## src/asfc_pkg.sv

```systemverilog
// ----------------------------------------------------------------------------
// asfc_pkg
// Shared types, constants and G.711 / linear conversion functions for the
// audio sample format converter.
// ----------------------------------------------------------------------------
package asfc_pkg;

    localparam int SAMPLE_W   = 16;
    localparam int CODE_W     = 8;
    localparam int CFG_IDX_W  = 2;
    localparam int CFG_DATA_W = 3;
    localparam int PIPE_DEPTH = 5;

    typedef enum logic [2:0] {
        ENC_S16 = 3'd0,
        ENC_MU  = 3'd1,
        ENC_A   = 3'd2,
        ENC_S8  = 3'd3,
        ENC_U8  = 3'd4
    } enc_t;

    typedef enum logic [CFG_IDX_W-1:0] {
        CFG_SRC_ENC    = 2'd0,
        CFG_TGT_ENC    = 2'd1,
        CFG_SRC_STEREO = 2'd2,
        CFG_TGT_STEREO = 2'd3
    } cfg_idx_t;

    typedef struct packed {
        enc_t src_enc;
        enc_t tgt_enc;
        logic src_stereo;
        logic tgt_stereo;
    } cfg_t;

    typedef struct packed {
        logic load_a;
        logic load_b;
    } stage_pair_t;

    localparam logic [13:0] MU_SEG_END [0:7] = '{
        14'h003F, 14'h007F, 14'h00FF, 14'h01FF,
        14'h03FF, 14'h07FF, 14'h0FFF, 14'h1FFF
    };

    localparam logic [11:0] A_SEG_END [0:7] = '{
        12'h01F, 12'h03F, 12'h07F, 12'h0FF,
        12'h1FF, 12'h3FF, 12'h7FF, 12'hFFF
    };

    function automatic enc_t norm_enc(input logic [CFG_DATA_W-1:0] code);
        enc_t e;
        case (code)
            ENC_MU:  e = ENC_MU;
            ENC_A:   e = ENC_A;
            ENC_S8:  e = ENC_S8;
            ENC_U8:  e = ENC_U8;
            default: e = ENC_S16;
        endcase
        return e;
    endfunction

    function automatic logic [SAMPLE_W-1:0] raw_mask(input enc_t e,
                                                     input logic [SAMPLE_W-1:0] raw);
        logic [SAMPLE_W-1:0] r;
        if (e == ENC_S16) r = raw;
        else              r = {8'h00, raw[7:0]};
        return r;
    endfunction

    function automatic logic signed [SAMPLE_W-1:0] mu_dec(input logic [CODE_W-1:0] code);
        logic [CODE_W-1:0]   u;
        logic [SAMPLE_W-1:0] t;
        logic [SAMPLE_W-1:0] r;
        u = ~code;
        t = (SAMPLE_W'({u[3:0], 3'b000}) + 16'd132) << u[6:4];
        if (u[7]) r = 16'd132 - t;
        else      r = t - 16'd132;
        return signed'(r);
    endfunction

    function automatic logic [CODE_W-1:0] mu_enc(input logic signed [SAMPLE_W-1:0] lin);
        logic signed [13:0] q;
        logic [13:0]        v;
        logic [13:0]        sh;
        logic [CODE_W-1:0]  mask;
        logic [3:0]         seg;
        logic [CODE_W-1:0]  r;
        q = 14'(lin >>> 2);
        if (q[13]) begin
            v    = 14'(-q);
            mask = 8'h7F;
        end else begin
            v    = q;
            mask = 8'hFF;
        end
        if (v > 14'd8159) v = 14'd8159;
        v   = v + 14'd33;
        seg = 4'd8;
        for (int s = 7; s >= 0; s--) begin
            if (v <= MU_SEG_END[s]) seg = 4'(s);
        end
        sh = v >> (seg + 4'd1);
        if (seg[3]) r = 8'h7F ^ mask;
        else        r = {1'b0, seg[2:0], sh[3:0]} ^ mask;
        return r;
    endfunction

    function automatic logic signed [SAMPLE_W-1:0] a_dec(input logic [CODE_W-1:0] code);
        logic [CODE_W-1:0]   a;
        logic [2:0]          seg;
        logic [SAMPLE_W-1:0] t;
        logic [SAMPLE_W-1:0] r;
        a   = code ^ 8'h55;
        seg = a[6:4];
        t   = {8'h00, a[3:0], 4'h0};
        if (seg == 3'd0) begin
            t = t + 16'd8;
        end else begin
            t = t + 16'h0108;
            if (seg > 3'd1) t = t << (seg - 3'd1);
        end
        if (a[7]) r = t;
        else      r = -t;
        return signed'(r);
    endfunction

    function automatic logic [CODE_W-1:0] a_enc(input logic signed [SAMPLE_W-1:0] lin);
        logic signed [12:0] q;
        logic [11:0]        v;
        logic [11:0]        sh;
        logic [CODE_W-1:0]  mask;
        logic [3:0]         seg;
        logic [CODE_W-1:0]  r;
        q = 13'(lin >>> 3);
        if (q[12]) begin
            v    = ~q[11:0];
            mask = 8'h55;
        end else begin
            v    = q[11:0];
            mask = 8'hD5;
        end
        seg = 4'd8;
        for (int s = 7; s >= 0; s--) begin
            if (v <= A_SEG_END[s]) seg = 4'(s);
        end
        if (seg < 4'd2) sh = v >> 1;
        else            sh = v >> seg;
        if (seg[3]) r = 8'h7F ^ mask;
        else        r = {1'b0, seg[2:0], sh[3:0]} ^ mask;
        return r;
    endfunction

    function automatic logic signed [SAMPLE_W-1:0] to_linear(input enc_t e,
                                                             input logic [SAMPLE_W-1:0] raw);
        logic signed [SAMPLE_W-1:0] r;
        case (e)
            ENC_MU:  r = mu_dec(raw[7:0]);
            ENC_A:   r = a_dec(raw[7:0]);
            ENC_S8:  r = signed'({raw[7:0], 8'h00});
            ENC_U8:  r = signed'({~raw[7], raw[6:0], 8'h00});
            default: r = signed'(raw);
        endcase
        return r;
    endfunction

    function automatic logic [SAMPLE_W-1:0] from_linear(input enc_t e,
                                                        input logic signed [SAMPLE_W-1:0] lin);
        logic [SAMPLE_W-1:0] r;
        case (e)
            ENC_MU:  r = {8'h00, mu_enc(lin)};
            ENC_A:   r = {8'h00, a_enc(lin)};
            ENC_S8:  r = {8'h00, lin[15:8]};
            ENC_U8:  r = {8'h00, ~lin[15], lin[14:8]};
            default: r = lin;
        endcase
        return r;
    endfunction

endpackage

```

## src/audio_sample_format_converter_unit.sv

```systemverilog
// ----------------------------------------------------------------------------
// audio_sample_format_converter_unit
// Datapath: an input request reaches the output through the channel stage
//   (2), the two conversion lanes (2) and the output register (1).
// Throughput: one frame per cycle; each stage holds under backpressure.
// Reset: synchronous active-low aresetn clears all stage valids and sets the
//   configuration to 16-bit signed mono in and out.
// ----------------------------------------------------------------------------
module audio_sample_format_converter_unit (
    input  logic                              aclk,
    input  logic                              aresetn,
    input  logic                              s_tvalid,
    output logic                              s_tready,
    input  logic [2*asfc_pkg::SAMPLE_W-1:0]   s_tdata,   // first_sample, second_sample
    input  logic                              s_tlast,   // block_end
    output logic                              m_tvalid,
    input  logic                              m_tready,
    output logic [2*asfc_pkg::SAMPLE_W-1:0]   m_tdata,   // out_first, out_second
    output logic                              m_tlast,   // out_block_end
    input  logic                              cfg_valid,
    output logic                              cfg_ready,
    input  logic [asfc_pkg::CFG_IDX_W-1:0]    cfg_index,
    input  logic [asfc_pkg::CFG_DATA_W-1:0]   cfg_data
);
    import asfc_pkg::*;

    cfg_t                  cfg_reg, cfg_next;
    logic [PIPE_DEPTH-1:0] valid_reg, valid_next;
    logic [PIPE_DEPTH-1:0] stage_ready;
    logic [PIPE_DEPTH-2:0] last_reg;
    stage_pair_t           chan_ctrl, lane_ctrl;
    logic [SAMPLE_W-1:0]   code_first, code_second;
    logic [SAMPLE_W-1:0]   lane_first, lane_second;

    assign cfg_ready = 1'b1;

    always_comb begin
        cfg_next = cfg_reg;
        if (cfg_valid) begin
            case (cfg_index)
                CFG_SRC_ENC:    cfg_next.src_enc    = norm_enc(cfg_data);
                CFG_TGT_ENC:    cfg_next.tgt_enc    = norm_enc(cfg_data);
                CFG_SRC_STEREO: cfg_next.src_stereo = cfg_data[0];
                CFG_TGT_STEREO: cfg_next.tgt_stereo = cfg_data[0];
                default:        cfg_next            = cfg_reg;
            endcase
        end
    end

    always_ff @(posedge aclk) begin
        if (!aresetn) begin
            cfg_reg <= '{src_enc: ENC_S16, tgt_enc: ENC_S16, src_stereo: 1'b0,
                         tgt_stereo: 1'b0};
        end else begin
            cfg_reg <= cfg_next;
        end
    end

    always_comb begin
        stage_ready[PIPE_DEPTH-1] = !valid_reg[PIPE_DEPTH-1] || m_tready;
        for (int i = PIPE_DEPTH - 2; i >= 0; i--) begin
            stage_ready[i] = !valid_reg[i] || stage_ready[i+1];
        end
        valid_next[0] = stage_ready[0] ? s_tvalid : valid_reg[0];
        for (int i = 1; i < PIPE_DEPTH; i++) begin
            valid_next[i] = stage_ready[i] ? valid_reg[i-1] : valid_reg[i];
        end
    end

    always_ff @(posedge aclk) begin
        if (!aresetn) begin
            valid_reg <= '0;
        end else begin
            valid_reg <= valid_next;
        end
    end

    always_ff @(posedge aclk) begin
        if (stage_ready[0]) last_reg[0] <= s_tlast;
        for (int i = 1; i < PIPE_DEPTH - 1; i++) begin
            if (stage_ready[i]) last_reg[i] <= last_reg[i-1];
        end
    end

    assign s_tready = stage_ready[0];
    assign m_tvalid = valid_reg[PIPE_DEPTH-1];

    assign chan_ctrl = '{load_a: stage_ready[0], load_b: stage_ready[1]};
    assign lane_ctrl = '{load_a: stage_ready[2], load_b: stage_ready[3]};

    asfc_chan u_chan (
        .aclk          (aclk),
        .ctrl          (chan_ctrl),
        .cfg           (cfg_reg),
        .first_sample  (s_tdata[SAMPLE_W-1:0]),
        .second_sample (s_tdata[2*SAMPLE_W-1:SAMPLE_W]),
        .code_first    (code_first),
        .code_second   (code_second)
    );

    asfc_lane u_lane_first (
        .aclk     (aclk),
        .ctrl     (lane_ctrl),
        .cfg      (cfg_reg),
        .code_in  (code_first),
        .code_out (lane_first)
    );

    asfc_lane u_lane_second (
        .aclk     (aclk),
        .ctrl     (lane_ctrl),
        .cfg      (cfg_reg),
        .code_in  (code_second),
        .code_out (lane_second)
    );

    asfc_merge u_merge (
        .aclk        (aclk),
        .load        (stage_ready[PIPE_DEPTH-1]),
        .tgt_stereo  (cfg_reg.tgt_stereo),
        .lane_first  (lane_first),
        .lane_second (lane_second),
        .last_in     (last_reg[PIPE_DEPTH-2]),
        .frame_data  (m_tdata),
        .frame_last  (m_tlast)
    );

endmodule

```

## src/asfc_chan.sv

```systemverilog
// ----------------------------------------------------------------------------
// asfc_chan
// Channel change stage: masks the source codes, decodes them for averaging,
// and forms the two channel codes in the source encoding (two registers deep).
// ----------------------------------------------------------------------------
module asfc_chan (
    input  logic                          aclk,
    input  asfc_pkg::stage_pair_t         ctrl,
    input  asfc_pkg::cfg_t                cfg,
    input  logic [asfc_pkg::SAMPLE_W-1:0] first_sample,
    input  logic [asfc_pkg::SAMPLE_W-1:0] second_sample,
    output logic [asfc_pkg::SAMPLE_W-1:0] code_first,
    output logic [asfc_pkg::SAMPLE_W-1:0] code_second
);
    import asfc_pkg::*;

    logic [SAMPLE_W-1:0]        x_reg, y_reg;
    logic signed [SAMPLE_W-1:0] dx_reg, dy_reg;
    logic signed [SAMPLE_W-1:0] dx_next, dy_next;
    logic [SAMPLE_W-1:0]        c0_reg, c1_reg, c0_next, c1_next;
    logic [SAMPLE_W-1:0]        avg;
    logic signed [SAMPLE_W:0]   sum;
    logic signed [SAMPLE_W:0]   half;
    logic signed [8:0]          hx, hy;
    logic [8:0]                 s8_sum;

    always_comb begin
        case (cfg.src_enc)
            ENC_MU: begin
                dx_next = mu_dec(first_sample[7:0]);
                dy_next = mu_dec(second_sample[7:0]);
            end
            ENC_A: begin
                dx_next = a_dec(first_sample[7:0]);
                dy_next = a_dec(second_sample[7:0]);
            end
            default: begin
                dx_next = signed'(first_sample);
                dy_next = signed'(second_sample);
            end
        endcase
    end

    always_ff @(posedge aclk) begin
        if (ctrl.load_a) begin
            x_reg  <= raw_mask(cfg.src_enc, first_sample);
            y_reg  <= raw_mask(cfg.src_enc, second_sample);
            dx_reg <= dx_next;
            dy_reg <= dy_next;
        end
    end

    always_comb begin
        sum    = (SAMPLE_W+1)'(dx_reg) + (SAMPLE_W+1)'(dy_reg);
        half   = (sum + (SAMPLE_W+1)'({1'b0, sum[SAMPLE_W]})) >>> 1;
        hx     = (9'(signed'(x_reg[7:0])) + 9'({1'b0, x_reg[7]})) >>> 1;
        hy     = (9'(signed'(y_reg[7:0])) + 9'({1'b0, y_reg[7]})) >>> 1;
        s8_sum = hx + hy;
        case (cfg.src_enc)
            ENC_MU:  avg = {8'h00, mu_enc(half[SAMPLE_W-1:0])};
            ENC_A:   avg = {8'h00, a_enc(half[SAMPLE_W-1:0])};
            ENC_S8:  avg = {8'h00, s8_sum[7:0]};
            ENC_U8:  avg = {8'h00, 8'({1'b0, x_reg[7:1]}) + 8'({1'b0, y_reg[7:1]})};
            default: avg = half[SAMPLE_W-1:0];
        endcase
        if (cfg.src_stereo == cfg.tgt_stereo) begin
            c0_next = x_reg;
            c1_next = y_reg;
        end else if (cfg.tgt_stereo) begin
            c0_next = x_reg;
            c1_next = x_reg;
        end else begin
            c0_next = avg;
            c1_next = '0;
        end
    end

    always_ff @(posedge aclk) begin
        if (ctrl.load_b) begin
            c0_reg <= c0_next;
            c1_reg <= c1_next;
        end
    end

    assign code_first  = c0_reg;
    assign code_second = c1_reg;

endmodule

```

## src/asfc_lane.sv

```systemverilog
// ----------------------------------------------------------------------------
// asfc_lane
// One conversion lane: decodes a channel code to linear, then encodes it in
// the destination format, or passes it when both encodings match.
// ----------------------------------------------------------------------------
module asfc_lane (
    input  logic                          aclk,
    input  asfc_pkg::stage_pair_t         ctrl,
    input  asfc_pkg::cfg_t                cfg,
    input  logic [asfc_pkg::SAMPLE_W-1:0] code_in,
    output logic [asfc_pkg::SAMPLE_W-1:0] code_out
);
    import asfc_pkg::*;

    logic [SAMPLE_W-1:0]        raw_reg;
    logic signed [SAMPLE_W-1:0] lin_reg;
    logic [SAMPLE_W-1:0]        out_reg, out_next;

    always_ff @(posedge aclk) begin
        if (ctrl.load_a) begin
            raw_reg <= code_in;
            lin_reg <= to_linear(cfg.src_enc, code_in);
        end
    end

    always_comb begin
        if (cfg.src_enc == cfg.tgt_enc) out_next = raw_reg;
        else                            out_next = from_linear(cfg.tgt_enc, lin_reg);
    end

    always_ff @(posedge aclk) begin
        if (ctrl.load_b) begin
            out_reg <= out_next;
        end
    end

    assign code_out = out_reg;

endmodule

```

## src/asfc_merge.sv

```systemverilog
// ----------------------------------------------------------------------------
// asfc_merge
// Output stage: combines both lane results and the frame marker into one
// destination frame, clearing the second sample for a mono destination.
// ----------------------------------------------------------------------------
module asfc_merge (
    input  logic                            aclk,
    input  logic                            load,
    input  logic                            tgt_stereo,
    input  logic [asfc_pkg::SAMPLE_W-1:0]   lane_first,
    input  logic [asfc_pkg::SAMPLE_W-1:0]   lane_second,
    input  logic                            last_in,
    output logic [2*asfc_pkg::SAMPLE_W-1:0] frame_data,
    output logic                            frame_last
);
    import asfc_pkg::*;

    logic [2*SAMPLE_W-1:0] data_reg, data_next;
    logic                  last_reg;

    always_comb begin
        data_next = {tgt_stereo ? lane_second : {SAMPLE_W{1'b0}}, lane_first};
    end

    always_ff @(posedge aclk) begin
        if (load) begin
            data_reg <= data_next;
            last_reg <= last_in;
        end
    end

    assign frame_data = data_reg;
    assign frame_last = last_reg;

endmodule

```

## config.mk

```make
export PLATFORM = sky130hd
export DESIGN_NAME = audio_sample_format_converter_unit
export DESIGN_NICKNAME = d
export VERILOG_FILES = /design/src/asfc_pkg.sv /design/src/audio_sample_format_converter_unit.sv /design/src/asfc_chan.sv /design/src/asfc_lane.sv /design/src/asfc_merge.sv
export SDC_FILE = /design/constraint.sdc
export NUM_CORES = 1
export LEC_CHECK = 0
export BUFFER_PORTS_ARGS = -buffer_cell sky130_fd_sc_hd__buf_4
export CAP_MARGIN = 20
export CORE_MARGIN = 4
export CORE_UTILIZATION = 30
export DETAILED_ROUTE_END_ITERATION = 10
export PLACE_DENSITY = 0.44
export SLEW_MARGIN = 20
export SYNTH_ARGS = -nofsm -noshare
export SYNTH_HDL_FRONTEND = slang
export SYNTH_SLANG_ARGS = --single-unit
```

## constraint.sdc

```tcl
create_clock -name aclk -period 25.2 [get_ports aclk]
set_clock_uncertainty 0.15 [all_clocks]
set_input_delay 5.04 -clock aclk [delete_from_list [all_inputs] [get_ports aclk]]
set_output_delay 5.04 -clock aclk [all_outputs]
set_load 0.01 [all_outputs]
```

==> impl_metrics.csv <==
group,metric,value,unit
grt,grt_pass1_vias,20700,
logic_synthesis,synth_fa_ha_area_share,4.60,%
routing,ant_nets,0,
cts,clk_pin_slew_worst_paths,0.05,ns
routing,drt_iter0_markers,1783,
routing,drt_first_pass_iters,5,
critical_path,crit_required,20.01,ns
placement,place_congestion,0.945,
logic_synthesis,syn-cell-area,23300,um^2
power,power,1.97,mW
layout,area_delta_synth_final,11.2,%
layout,seq_area,7140,um^2
sta,hold_violations,0,
logic_synthesis,synth-simple-area-share,21.1,%
cts,cts_hold_buf,0,
critical_path,cp-end-kind,"output port",
floorplanning,die_y,287,um
placement,portBuffers,77,
sta,whs,0.270,ns
critical_path,crit_arrival,6.58,ns
layout,antenna_cells,0,
logic_synthesis,synth_nets,2991,
critical_path,crit_slowest_cell,"nand3_4",
critical_path,critPathMostFrequentCell,"buf_4",
grt,grt_usage,19.4,%
logic_synthesis,ys_seq_area_share,30.6,%
routing,wirelength,83.1,mm
logic_synthesis,ys_top_cells_by_count,"nand2_1 (316), nor2_1 (271), edfxtp_1 (229)",
routing,vias_per_cell,5.62,
critical_path,crit_path_max_incr_delay,0.43,ns
logic_synthesis,synth-main-ff-cell,"edfxtp_1",
status,status,"finished, final reports clean",
grt,grt_max_degree,66,
layout,final_layout_size_suffix_gt1_share,9.95,%
cts,cts_max_level,1,
cts,clockBufferDepth,3,
routing,wire_per_inst,21.3,um
sta,finalMaxSlewViolations,0,
cts,cts_tree,"built",
cts,clock-sinks,242,
logic_synthesis,synth.largest_area_cell,"edfxtp_1",
critical_path,path_cells,"buf_4, nor2b_1, and3_1, nand3_4, buf_4",
grt,antenna_found_initial,0,
layout,multiInputGateArea,15200,um^2
sta,fmax,84.9,MHz
layout,largest_register_ffs,32,
min_path,hold_path_class,"reg -> reg",
floorplanning,die-area,82300,um^2
floorplanning,io_pins,79,
logic_synthesis,muxShareOfSynthArea,4.71,%
flow_run,maxCapViolCount,0,
logic_synthesis,yosys_warnings,0,
logic_synthesis,syn_avg_cell_area,8.15,um^2
logic_synthesis,synth_xor_area_share,8.42,%
cts,cts_buffers,31,
sta,period_minus_slack,11.77,ns
cts,post_cts_buffers,0,
cts,root_buffer,"clkbuf_16",
logic_synthesis,synth_compound_gate_area_share,26.1,%
power,max-vdd-ir-drop,64.4,uV
logic_synthesis,synth_top_area_share,29.5,%
routing,route.detailed.drc,0,
critical_path,path_class,"in -> out",
routing,vias,21900,
logic_synthesis,synthTopCellsByArea,"edfxtp_1 (29%), xnor2_1 (5.3%), nand2_1 (5.1%)",
logic_synthesis,synth_top_family_by_area,"compound AO/OA/AOI/OAI gates",
grt,grt_first_pass_wirelength,127,mm
grt,overflow,0,
sta,relSlewSlack,26.9,%
placement,place_area,24900,um^2
logic_synthesis,synth_edf_count,229,
cts,cts_resized,0,
placement,place_hpwl,63.0,mm
floorplanning,initial_core_util,30.2,%
floorplanning,fp.dieW,287,um
critical_path,r2r_setup_slack,14.60,ns
power,power_density,76.0,nW/um^2
layout,stdcell_area,26000,um^2
logic_synthesis,ys_seq_elements,242,
critical_path,crit_path_max_fanout,34,
floorplanning,core-area,77300,um^2
floorplanning,num_rows,102,
layout,final.fill_count,8149,
sta,fin_setup_tns,0,ns
logic_synthesis,async_flop_share,0,%
logic_synthesis,synth_most_common_cell,"nand2_1",
sta,worstMarginPinSlew,1.09,ns
sta,period_share,46.7,%
sta,rsz0062_at_grt,"no",
power,power.leakage,9.73,nW
logic_synthesis,synth_cell_types,104,
layout,final_net_count,2957,
cts,clock_latency,0.59,ns
logic_synthesis,netlist_instances,2864,
critical_path,critPathLaunchType,"primary input",
sta,finalSetupViolations,0,
## cell usage in the layout (no fill, tap or decap), types with 51 or more instances in the layout
cell type / n
a21oi_1: 202
a31oi_1: 51
and2_1: 65
buf_4: 126
edfxtp_1: 229
ha_1: 81
inv_1: 78
mux2i_1: 57
nand2_1: 316
nand3_1: 75
nor2_1: 269
nor3_1: 64
o21ai_0: 210
xnor2_1: 139
xor2_1: 78
## worst max-delay path, delay by kind of cell
kind          cells  cell delay [ns]
simple gates      3             1.05
buf+inv           2             0.44
## power by group
group	leakage [nW]	internal (mW)	switching (mW)
sequential	2.59	0.489	0.0498
combinational	6.63	0.354	0.617
clock	0.516	0.282	0.182
## final timing paths
check,startpoint,endpoint,cells past startpoint
max,m_tready,s_tready,5
min,u_lane_first.code_out[0],u_merge.frame_data[0],0
max reg2reg,u_chan.dy_reg[0],u_chan.code_first[1],34
min reg2reg,u_lane_first.code_out[0],u_merge.frame_data[0],0
## per-layer routing
metal	share of wire, %	routed length [um]	global-route usage [%]
met1	46	38300	26.6
met2	47	38700	32.4
met3	4.0	3350	1.56
met4	3.3	2770	6.05
met5	0	0	0
## area by class of cell
class,instances,share of cell area [%]
repair buffers,126,3.64
well taps,1040,5.01
flip-flops and latches,242,27.5
clock inverters,21,1.05
clock buffers,36,3.10
multi-input cells,2349,58.5
inverters,80,1.17
## kinds of logic (layout without fill, tap and decap cells)
group | after synthesis | in the layout
fa+ha+maj | 84 | 84
simple gates | 1026 | 1026
compound gates | 918 | 918
flops | 242 | 242
xor+xnor | 221 | 221
mux | 99 | 99
other cells | 1 | 1
buf+inv | 273 | 263
## through the flow
step	std cells	setup WS (ns)	utilization, %
finish	3894	13.43	33.6
global placement	3837	13.42	32.2
global route	3894	13.23	33.6
floorplan	2864	12.94	-
CTS	3894	13.38	33.6
detailed placement	3837	13.39	32.2
Note: power is estimated with default switching activity, not from simulation.
